<file path="config.mk">
export PLATFORM = sky130hd
export DESIGN_NAME = yadif_deinterlace_pixel
export DESIGN_NICKNAME = d
export VERILOG_FILES = /design/src/sv/ydi_pkg.sv /design/src/sv/yadif_deinterlace_pixel.sv
export SDC_FILE = /design/constraint.sdc
export NUM_CORES = 2
export LEC_CHECK = 0
export BUFFER_PORTS_ARGS = -buffer_cell sky130_fd_sc_hd__buf_2
export CORE_MARGIN = 2
export CORE_UTILIZATION = 40
export CTS_BUF_LIST = sky130_fd_sc_hd__clkbuf_16
export DETAILED_ROUTE_END_ITERATION = 8
export HOLD_SLACK_MARGIN = 0.05
export PLACE_DENSITY = 0.53
export SLEW_MARGIN = 20
export SYNTH_ARGS = -nofsm -noshare
export SYNTH_HDL_FRONTEND = slang
export SYNTH_SLANG_ARGS = --single-unit
export TNS_END_PERCENT = 10
</file>
<file path="constraint.sdc">
create_clock -name clk_i -period 10.45 [get_ports clk_i]
set_input_delay 0.5225 -clock clk_i [delete_from_list [all_inputs] [get_ports clk_i]]
set_output_delay 0.5225 -clock clk_i [all_outputs]
set_load 0.02 [all_outputs]
</file>
<file path="src/sv/ydi_pkg.sv">
// Shared constants, types and small arithmetic helpers for the field deinterlacer.
// Used by yadif_deinterlace_pixel; depends on nothing else.
`default_nettype none

package ydi_pkg;

  localparam int unsigned PIX_W        = 8;
  localparam int unsigned SCORE_W      = PIX_W + 2;
  localparam int unsigned CFG_W        = 13;
  localparam int unsigned CMP_W        = CFG_W + 1;
  localparam int unsigned CFG_IDX_W    = 2;
  localparam int unsigned MAX_LINE_DEF = 4096;
  localparam int unsigned MAX_ROWS     = 4096;
  localparam int unsigned ROW_W        = 12;
  localparam int unsigned EDGE_COLS    = 3;
  localparam int unsigned WIN_DEPTH    = 2 * EDGE_COLS + 1;
  localparam int unsigned DLY_DEPTH    = EDGE_COLS + 1;
  localparam int unsigned IN_W         = 7 * PIX_W;

  // Configuration register indexes.
  localparam logic [CFG_IDX_W-1:0] CFG_LINE_WIDTH   = 2'd0;
  localparam logic [CFG_IDX_W-1:0] CFG_FRAME_HEIGHT = 2'd1;
  localparam logic [CFG_IDX_W-1:0] CFG_FIELD_PARITY = 2'd2;

  localparam logic [CFG_W-1:0] LINE_WIDTH_RST   = 13'd1920;
  localparam logic [CFG_W-1:0] FRAME_HEIGHT_RST = 13'd1080;

  typedef logic [PIX_W-1:0] pix_t;

  typedef struct packed {
    pix_t nb;
    pix_t na;
    pix_t pb;
    pix_t pa;
  } tpix_t;

  typedef struct packed {
    logic       emit;
    logic       last_col;
    logic       last_row;
    logic       interp;
    logic       search;
    logic [1:0] start;
  } ctrl_t;

  function automatic pix_t absd(input pix_t x, input pix_t y);
    absd = (x > y) ? (x - y) : (y - x);
  endfunction

  function automatic pix_t avg2(input pix_t x, input pix_t y);
    logic [PIX_W:0] s;
    s = {1'b0, x} + {1'b0, y};
    avg2 = s[PIX_W:1];
  endfunction

  // Sum of three absolute differences between pixel pairs.
  function automatic logic [SCORE_W-1:0] score3(input pix_t a0, input pix_t b0,
                                                input pix_t a1, input pix_t b1,
                                                input pix_t a2, input pix_t b2);
    score3 = SCORE_W'(absd(a0, b0)) + SCORE_W'(absd(a1, b1)) + SCORE_W'(absd(a2, b2));
  endfunction

endpackage

`default_nettype wire

</file>
<file path="src/sv/yadif_deinterlace_pixel.sv">
// Pixel-stream field deinterlacer: edge-directed spatial prediction with temporal clamp.
// Depends on ydi_pkg for constants, types and the difference helpers.
`default_nettype none

// One item (a column of neighbour pixels) is taken in every clock cycle unless the output
// stalls. Each item passes a window stage, a difference stage, a prediction stage and a
// clamp stage, then an output register before its result is offered, and results lag
// the input by three columns. The last item of a line of four or more pixels releases
// four results, of a narrower line as many as the line holds; the output register sends
// them one per cycle while m_axis_tready is high, so the input pauses at the end of each
// line. tready of the input follows the output through the stage chain.
module yadif_deinterlace_pixel #(
  parameter int unsigned MAX_LINE = ydi_pkg::MAX_LINE_DEF
) (
  input  wire                                  clk_i,
  input  wire                                  rst_ni,
  // Input item, tdata from bit 0 up: cur_above, cur_center, cur_below,
  // prev_above, prev_below, next_above, next_below.
  input  wire                                  s_axis_tvalid,
  output logic                                 s_axis_tready,
  input  wire  [ydi_pkg::IN_W-1:0]             s_axis_tdata,
  // Result item, tdata: out_pixel. tlast: end_of_line.
  output logic                                 m_axis_tvalid,
  input  wire                                  m_axis_tready,
  output logic [ydi_pkg::PIX_W-1:0]            m_axis_tdata,
  output logic                                 m_axis_tlast,
  // tuser from bit 0 up: end_of_frame, last_in_burst.
  output logic [1:0]                           m_axis_tuser,
  input  wire                                  cfg_we_i,
  input  wire  [ydi_pkg::CFG_IDX_W-1:0]        cfg_idx_i,
  input  wire  [ydi_pkg::CFG_W-1:0]            cfg_data_i
);

  localparam int unsigned COL_W   = $clog2(MAX_LINE);
  localparam int unsigned CMP_W   = ydi_pkg::CMP_W;
  localparam int unsigned ROW_W   = ydi_pkg::ROW_W;
  localparam int unsigned PIX_W   = ydi_pkg::PIX_W;
  localparam int unsigned SCORE_W = ydi_pkg::SCORE_W;
  localparam int unsigned WIN     = ydi_pkg::WIN_DEPTH;
  localparam int unsigned DLY     = ydi_pkg::DLY_DEPTH;
  localparam int unsigned EDGE    = ydi_pkg::EDGE_COLS;

  // ---------------------------------------------------------------- configuration
  logic [ydi_pkg::CFG_W-1:0] line_width_q, frame_height_q;
  logic                      field_parity_q;

  always_ff @(posedge clk_i or negedge rst_ni) begin
    if (!rst_ni) begin
      line_width_q   <= ydi_pkg::LINE_WIDTH_RST;
      frame_height_q <= ydi_pkg::FRAME_HEIGHT_RST;
      field_parity_q <= 1'b0;
    end else if (cfg_we_i) begin
      unique case (cfg_idx_i)
        ydi_pkg::CFG_LINE_WIDTH:   line_width_q   <= cfg_data_i;
        ydi_pkg::CFG_FRAME_HEIGHT: frame_height_q <= cfg_data_i;
        ydi_pkg::CFG_FIELD_PARITY: field_parity_q <= cfg_data_i[0];
        default: ;
      endcase
    end
  end

  // ---------------------------------------------------------------- handshake chain
  logic v1_q, v2_q, v3_q, v4_q, ov_q;
  logic rdy2, rdy3, rdy4, rdy_o, out_last, in_acc;
  logic [1:0] oslot_q;
  logic       olast_col_q, olast_row_q;

  assign out_last      = !olast_col_q || (oslot_q == 2'd0);
  assign rdy_o         = !ov_q || (m_axis_tready && out_last);
  assign rdy4          = !v4_q || rdy_o;
  assign rdy3          = !v3_q || rdy4;
  assign rdy2          = !v2_q || rdy3;
  assign s_axis_tready = !v1_q || rdy2;
  assign in_acc        = s_axis_tvalid && s_axis_tready;

  // ---------------------------------------------------------------- position control
  logic [COL_W-1:0] col_q;
  logic [ROW_W-1:0] row_q;
  logic [CMP_W-1:0] wc, hc, col_ext, row_ext;
  ydi_pkg::ctrl_t   ctrl_in, ctrl1_q, ctrl2_q, ctrl3_q, ctrl4_q;

  always_comb begin
    // Zero counts as one; values past the maxima count as the maxima.
    if (line_width_q == '0) begin
      wc = CMP_W'(1);
    end else if (CMP_W'(line_width_q) > CMP_W'(MAX_LINE)) begin
      wc = CMP_W'(MAX_LINE);
    end else begin
      wc = CMP_W'(line_width_q);
    end
    if (frame_height_q == '0) begin
      hc = CMP_W'(1);
    end else if (CMP_W'(frame_height_q) > CMP_W'(ydi_pkg::MAX_ROWS)) begin
      hc = CMP_W'(ydi_pkg::MAX_ROWS);
    end else begin
      hc = CMP_W'(frame_height_q);
    end
    col_ext          = CMP_W'(col_q);
    row_ext          = CMP_W'(row_q);
    ctrl_in.last_col = (col_ext + CMP_W'(1)) >= wc;
    ctrl_in.last_row = (row_ext + CMP_W'(1)) >= hc;
    ctrl_in.interp   = row_q[0] ^ field_parity_q;
    ctrl_in.emit     = ctrl_in.last_col || (col_q >= COL_W'(EDGE));
    ctrl_in.start    = (col_q >= COL_W'(EDGE)) ? 2'd3 : col_q[1:0];
    // The oldest column gets the edge search only with three columns on each side.
    ctrl_in.search   = (col_q >= COL_W'(2 * EDGE)) && (col_ext < wc);
  end

  always_ff @(posedge clk_i or negedge rst_ni) begin
    if (!rst_ni) begin
      col_q <= '0;
      row_q <= '0;
    end else if (in_acc) begin
      if (ctrl_in.last_col) begin
        col_q <= '0;
        row_q <= ctrl_in.last_row ? '0 : row_q + ROW_W'(1);
      end else begin
        col_q <= col_q + COL_W'(1);
      end
    end
  end

  // ---------------------------------------------------------------- stage 1: window
  ydi_pkg::pix_t  a_q [WIN];
  ydi_pkg::pix_t  b_q [WIN];
  ydi_pkg::pix_t  c_q [DLY];
  ydi_pkg::tpix_t t_q [DLY];

  always_ff @(posedge clk_i) begin
    if (in_acc) begin
      for (int k = WIN - 1; k > 0; k--) begin
        a_q[k] <= a_q[k-1];
        b_q[k] <= b_q[k-1];
      end
      for (int k = DLY - 1; k > 0; k--) begin
        c_q[k] <= c_q[k-1];
        t_q[k] <= t_q[k-1];
      end
      a_q[0]    <= s_axis_tdata[0*PIX_W +: PIX_W];
      c_q[0]    <= s_axis_tdata[1*PIX_W +: PIX_W];
      b_q[0]    <= s_axis_tdata[2*PIX_W +: PIX_W];
      t_q[0].pa <= s_axis_tdata[3*PIX_W +: PIX_W];
      t_q[0].pb <= s_axis_tdata[4*PIX_W +: PIX_W];
      t_q[0].na <= s_axis_tdata[5*PIX_W +: PIX_W];
      t_q[0].nb <= s_axis_tdata[6*PIX_W +: PIX_W];
      ctrl1_q   <= ctrl_in;
    end
  end

  // ---------------------------------------------------------------- stage 2: differences
  logic [PIX_W:0]      sum1_q [DLY];
  logic [PIX_W:0]      sum2_q [DLY];
  ydi_pkg::pix_t       avg_q  [DLY];
  ydi_pkg::pix_t       c2_q   [DLY];
  logic [SCORE_W-1:0]  s0_q, sm1_q, sm2_q, sp1_q, sp2_q;
  ydi_pkg::pix_t       pm1_q, pm2_q, pp1_q, pp2_q;

  always_ff @(posedge clk_i) begin
    if (v1_q && rdy2) begin
      for (int k = 0; k < DLY; k++) begin
        sum1_q[k] <= {1'b0, ydi_pkg::absd(t_q[k].pa, a_q[k])}
                   + {1'b0, ydi_pkg::absd(t_q[k].pb, b_q[k])};
        sum2_q[k] <= {1'b0, ydi_pkg::absd(t_q[k].na, a_q[k])}
                   + {1'b0, ydi_pkg::absd(t_q[k].nb, b_q[k])};
        avg_q[k]  <= ydi_pkg::avg2(a_q[k], b_q[k]);
        c2_q[k]   <= c_q[k];
      end
      // Window slot 3 is the column being interpolated; lower slots lie to its right.
      s0_q  <= ydi_pkg::score3(a_q[4], b_q[4], a_q[3], b_q[3], a_q[2], b_q[2]);
      sm1_q <= ydi_pkg::score3(a_q[5], b_q[3], a_q[4], b_q[2], a_q[3], b_q[1]);
      sm2_q <= ydi_pkg::score3(a_q[6], b_q[2], a_q[5], b_q[1], a_q[4], b_q[0]);
      sp1_q <= ydi_pkg::score3(a_q[3], b_q[5], a_q[2], b_q[4], a_q[1], b_q[3]);
      sp2_q <= ydi_pkg::score3(a_q[2], b_q[6], a_q[1], b_q[5], a_q[0], b_q[4]);
      pm1_q <= ydi_pkg::avg2(a_q[4], b_q[2]);
      pm2_q <= ydi_pkg::avg2(a_q[5], b_q[1]);
      pp1_q <= ydi_pkg::avg2(a_q[2], b_q[4]);
      pp2_q <= ydi_pkg::avg2(a_q[1], b_q[5]);
      ctrl2_q <= ctrl1_q;
    end
  end

  // ---------------------------------------------------------------- stage 3: prediction
  ydi_pkg::pix_t      diff3_q [DLY];
  ydi_pkg::pix_t      pred3_q [DLY];
  ydi_pkg::pix_t      c3_q    [DLY];
  logic               c1, c2, c3, c4;
  logic [SCORE_W-1:0] best_n;
  ydi_pkg::pix_t      pred_n, pred_s;

  always_comb begin
    // The baseline score is lowered by one, so a direction must win by at least two.
    c1     = (SCORE_W'(sm1_q) + SCORE_W'(1)) < s0_q;
    c2     = sm2_q < sm1_q;
    best_n = c2 ? sm2_q : sm1_q;
    pred_n = c1 ? (c2 ? pm2_q : pm1_q) : avg_q[EDGE];
    c3     = c1 ? (sp1_q < best_n) : ((SCORE_W'(sp1_q) + SCORE_W'(1)) < s0_q);
    c4     = sp2_q < sp1_q;
    pred_s = c3 ? (c4 ? pp2_q : pp1_q) : pred_n;
  end

  always_ff @(posedge clk_i) begin
    if (v2_q && rdy3) begin
      for (int k = 0; k < DLY; k++) begin
        diff3_q[k] <= (sum1_q[k][PIX_W:1] > sum2_q[k][PIX_W:1]) ? sum1_q[k][PIX_W:1]
                                                                : sum2_q[k][PIX_W:1];
        pred3_q[k] <= ((k == EDGE) && ctrl2_q.search) ? pred_s : avg_q[k];
        c3_q[k]    <= c2_q[k];
      end
      ctrl3_q <= ctrl2_q;
    end
  end

  // ---------------------------------------------------------------- stage 4: clamp
  ydi_pkg::pix_t pix4_q [DLY];
  logic [PIX_W:0] hi  [DLY];
  ydi_pkg::pix_t  lo  [DLY];
  ydi_pkg::pix_t  res [DLY];

  always_comb begin
    for (int k = 0; k < DLY; k++) begin
      hi[k] = {1'b0, c3_q[k]} + {1'b0, diff3_q[k]};
      lo[k] = c3_q[k] - diff3_q[k];
      if ({1'b0, pred3_q[k]} > hi[k]) begin
        res[k] = hi[k][PIX_W-1:0];
      end else if ((c3_q[k] >= diff3_q[k]) && (pred3_q[k] < lo[k])) begin
        res[k] = lo[k];
      end else begin
        res[k] = pred3_q[k];
      end
    end
  end

  always_ff @(posedge clk_i) begin
    if (v3_q && rdy4) begin
      for (int k = 0; k < DLY; k++) begin
        pix4_q[k] <= ctrl3_q.interp ? res[k] : c3_q[k];
      end
      ctrl4_q <= ctrl3_q;
    end
  end

  // ---------------------------------------------------------------- output register
  ydi_pkg::pix_t opix_q [DLY];

  always_ff @(posedge clk_i) begin
    if (rdy_o) begin
      for (int k = 0; k < DLY; k++) begin
        opix_q[k] <= pix4_q[k];
      end
      oslot_q     <= ctrl4_q.start;
      olast_col_q <= ctrl4_q.last_col;
      olast_row_q <= ctrl4_q.last_row;
    end else if (m_axis_tready) begin
      // A line end sends its remaining columns oldest first.
      oslot_q <= oslot_q - 2'd1;
    end
  end

  always_ff @(posedge clk_i or negedge rst_ni) begin
    if (!rst_ni) begin
      v1_q <= 1'b0;
      v2_q <= 1'b0;
      v3_q <= 1'b0;
      v4_q <= 1'b0;
      ov_q <= 1'b0;
    end else begin
      if (s_axis_tready) v1_q <= s_axis_tvalid;
      if (rdy2)          v2_q <= v1_q;
      if (rdy3)          v3_q <= v2_q;
      if (rdy4)          v4_q <= v3_q;
      if (rdy_o)         ov_q <= v4_q && ctrl4_q.emit;
    end
  end

  assign m_axis_tvalid   = ov_q;
  assign m_axis_tdata    = opix_q[oslot_q];
  assign m_axis_tlast    = olast_col_q && (oslot_q == 2'd0);
  assign m_axis_tuser[0] = m_axis_tlast && olast_row_q;
  assign m_axis_tuser[1] = out_last;

  // ---------------------------------------------------------------- assertions
  a_eof_closes: assert property (@(posedge clk_i) disable iff (!rst_ni)
    m_axis_tvalid && m_axis_tuser[0] |-> m_axis_tlast && m_axis_tuser[1])
    else $error("end of frame without end of line and end of burst");

  a_single_is_slot3: assert property (@(posedge clk_i) disable iff (!rst_ni)
    ov_q && !olast_col_q |-> oslot_q == 2'd3)
    else $error("mid-line result not taken from the oldest column");

  a_burst_steps: assert property (@(posedge clk_i) disable iff (!rst_ni)
    ov_q && !out_last && m_axis_tready |=> ov_q && (oslot_q == $past(oslot_q) - 2'd1))
    else $error("line-end burst lost or repeated a result");

endmodule

`default_nettype wire

</file>
==> flow_summary.toml <==
[place]
globalplace.congestion = 0.944
post-place-ws_ps = 4620
portBuffers = 88
dp_hpwl_um = 147000

[synth]
syn_area_per_cell_um2 = 10.6
ys_types = 102
async_flop_share_pct = 7.68
synth_top_area_share_pct = 34.6
synth_edf_count = 671
syn_inst = 5507
ys_seq_elements = 729
synth.largest_area_cell = "edfxtp_1"
synth_ff_type = "edfxtp_1"
synth-warning-count = 0
ys_seq_area_share_pct = 37.1
netlist_area_um2 = 58200
synthTopCellsByArea = "edfxtp_1 (35%), ha_1 (19%), inv_1 (4.7%)"
syn_nets = 6577

[timing]
fmax_ghz = 0.168
worstMarginPinSlew_ps = 1130
fin_worst_skew_ps = 36.7
relSlewSlack_pct = 24.4
report.final.slew_viol_count = 0
final.setup.worst_slack_ps = 4500
period_share_pct = 57.0
setup_viol = 0
finalHoldViolCount = 0
holdWs_ps = 211
rsz0062_at_grt = "false"
fin_crit_ps = 5950
finalSetupTns_ps = 0

[cts]
cts_tree = "built"
htreeDepth = 3
cts_root_buf = "clkbuf_16"
clk_latency_ps = 710
cts_buffer_depth = 3
clock-sinks = 729
clk_pin_slew_worst_paths_ps = 60
cts_buffers = 87

[detailed_routing]
vias = 42300
post-route-drc-count = 0
via_per_inst = 5.49
ant_nets = 0
routedWlPerCell_um = 24.0
first_iter_violations = 3838
wirelength_um = 185000
drtPass1Iterations = 6

[flow_run]
maxCapViolCount = 0

[global_routing]
grt_max_degree = 108
antenna_found_initial = 11
track_usage_pct = 24.8
grt_first_pass_wirelength_um = 272000
grt-ovfl-total = 0
grt_pass1_vias = 41300

[die]
die_x_um = 385
dieArea_um2 = 148000
start_util_pct = 40.4
row_count = 139
ios = 89
die_h_um = 385
core_um2 = 144000

[finish]
fillers = 13600
areaGrowthSynthToFinish_pct = 11.3
final_util_pct = 44.9
multi_input_area_um2 = 33500
register_area_um2 = 21600
drive_gt1_share_pct = 9.23
nNetsFinal = 6792

[setup_path]
critPathKind = "register to register"
cp-end-kind = "register"
cp_max_fo = 13
r2r_slack_ps = 4500
cp.arrival_ps = 6390
worst_setup_path_start_kind = "register"
crit_required_ps = 10890

[worst_hold_path]
hold_path.class = "input port to register"

[run_status]
outcome = "completed"
cell families (layout without fill, tap and decap cells):
| group | count (synthesis) | count (layout) | synth area share, % |
|---|---|---|---|
| other cells | 0 | 6 | 0 |
| mux | 317 | 317 | 6.04 |
| compound gates | 1147 | 1147 | 13.0 |
| fa+ha+maj | 994 | 994 | 23.1 |
| flops | 729 | 729 | 37.1 |
| xor+xnor | 365 | 365 | 5.50 |
| simple gates | 1146 | 1146 | 9.97 |
| buf+inv | 809 | 1098 | 5.34 |
sequential cells by signal (all words and copies together) (netlist names), 32 cells and up, named ones only:
name and count:
diff3_q 32, avg_q 32, sum1_q 32, b_q 56, pred3_q 32, c2_q 32, t_q 128, a_q 56
sum2_q 32, pix4_q 32, c3_q 32, c_q 32, opix_q 32
routing by layer:
| metal | up-vias | track usage, % | wire length [um] |
|---|---|---|---|
| met5 | - | 0 | 18 |
| met4 | 2 | 9.07 | 6890 |
| met3 | 255 | 3.31 | 10800 |
| met2 | 1211 | 37.9 | 80600 |
| met1 | 20700 | 35.7 | 86900 |
| li1 | 20100 | - | - |
critical path: stages, from the launching register on:
cell and delay (ps):
edfxtp_1 840, inv_1 490, ha_1 370, a211oi_1 230, nor2_1 90, o32ai_2 760
mux2_2 440, o21a_1 180, or2_2 340, fa_1 560, inv_1 50, ha_1 330
a21oi_1 250, o21bai_1 90, a21oi_1 230, nor2b_1 70, o21ai_0 160, nand2b_1 90
xnor2_1 120
layout by cell type (no fill, tap or decap), types with 24 or more instances in the layout:
| cell | instances |
|---|---|
| and2_1 | 25 |
| o21bai_1 | 79 |
| o21a_1 | 60 |
| and3_1 | 25 |
| xor2_1 | 126 |
| mux2_2 | 162 |
| o21ai_0 | 206 |
| a211oi_1 | 53 |
| nand2_1 | 246 |
| nor2_1 | 292 |
| a21o_1 | 91 |
| buf_2 | 88 |
| fa_1 | 131 |
| ha_1 | 863 |
| xnor2_1 | 239 |
| mux2i_1 | 137 |
| nand4_1 | 85 |
| nor2b_1 | 75 |
| buf_4 | 51 |
| inv_1 | 730 |
| clkbuf_16 | 90 |
| o21ai_1 | 44 |
| nor3_1 | 79 |
| nand2b_1 | 80 |
| dfrtp_1 | 48 |
| a31oi_1 | 50 |
| dlygate4sd3_1 | 71 |
| o211ai_1 | 24 |
| or3_1 | 31 |
| a21oi_1 | 319 |
| nand3_1 | 76 |
| edfxtp_1 | 671 |
through the flow:
step | cells | area, um2
after global routing | 7699 | 64700
after CTS | 7699 | 64700
final | 7705 | 64700
after global placement | 7465 | 61000
after floorplan | 5507 | 58200
after detailed placement | 7465 | 61000
path summary, 6_finish.rpt:
check	from	endpoint	cells after the start
setup reg to reg	b_q[1][5]	sm2_q[8]	18
min in group asynchronous	rst_ni	m_axis_tvalid	3
hold reg to reg	avg_q[0][6]	pred3_q[0][6]	0
setup / recovery	b_q[1][5]	sm2_q[8]	18
hold / removal	cfg_we_i	field_parity_q	3
max in group asynchronous	rst_ni	row_q[8]	3
synthesized netlist by cell type, types with 31 or more instances:
master	instances
nor3_1	79
xnor2_1	239
nand4_1	85
buf_2	31
nand2_1	246
nor2b_1	76
mux2_2	162
inv_1	722
nor2_1	292
or3_1	31
a21o_1	91
o21a_1	60
edfxtp_1	671
ha_1	863
a21oi_1	319
a31oi_1	50
a211oi_1	53
o21ai_1	44
mux2i_1	137
fa_1	131
nand2b_1	80
xor2_1	126
dfrtp_1	48
nand3_1	76
o21ai_0	206
o21bai_1	79
clkbuf_1	45
area by class of cell:
class | count | share of cell area (%)
Multi-Input combinational cell | 3969 | 51.8
Sequential cell | 729 | 33.4
Inverter | 724 | 4.21
Tap cell | 1903 | 3.68
Clock buffer | 90 | 3.48
Timing Repair Buffer | 211 | 2.40
Clock inverter | 73 | 1.08
Antenna cell | 6 | 0.0232
what timing repair did:
action,CTS,global route
hold buffers,71,0
resized for setup,0,0
buffers inserted,0,0
hold endpoints to repair,132,0
Power is not shown: default switching activity piles up to over one toggle a cycle in this logic, so the estimate is an artifact.
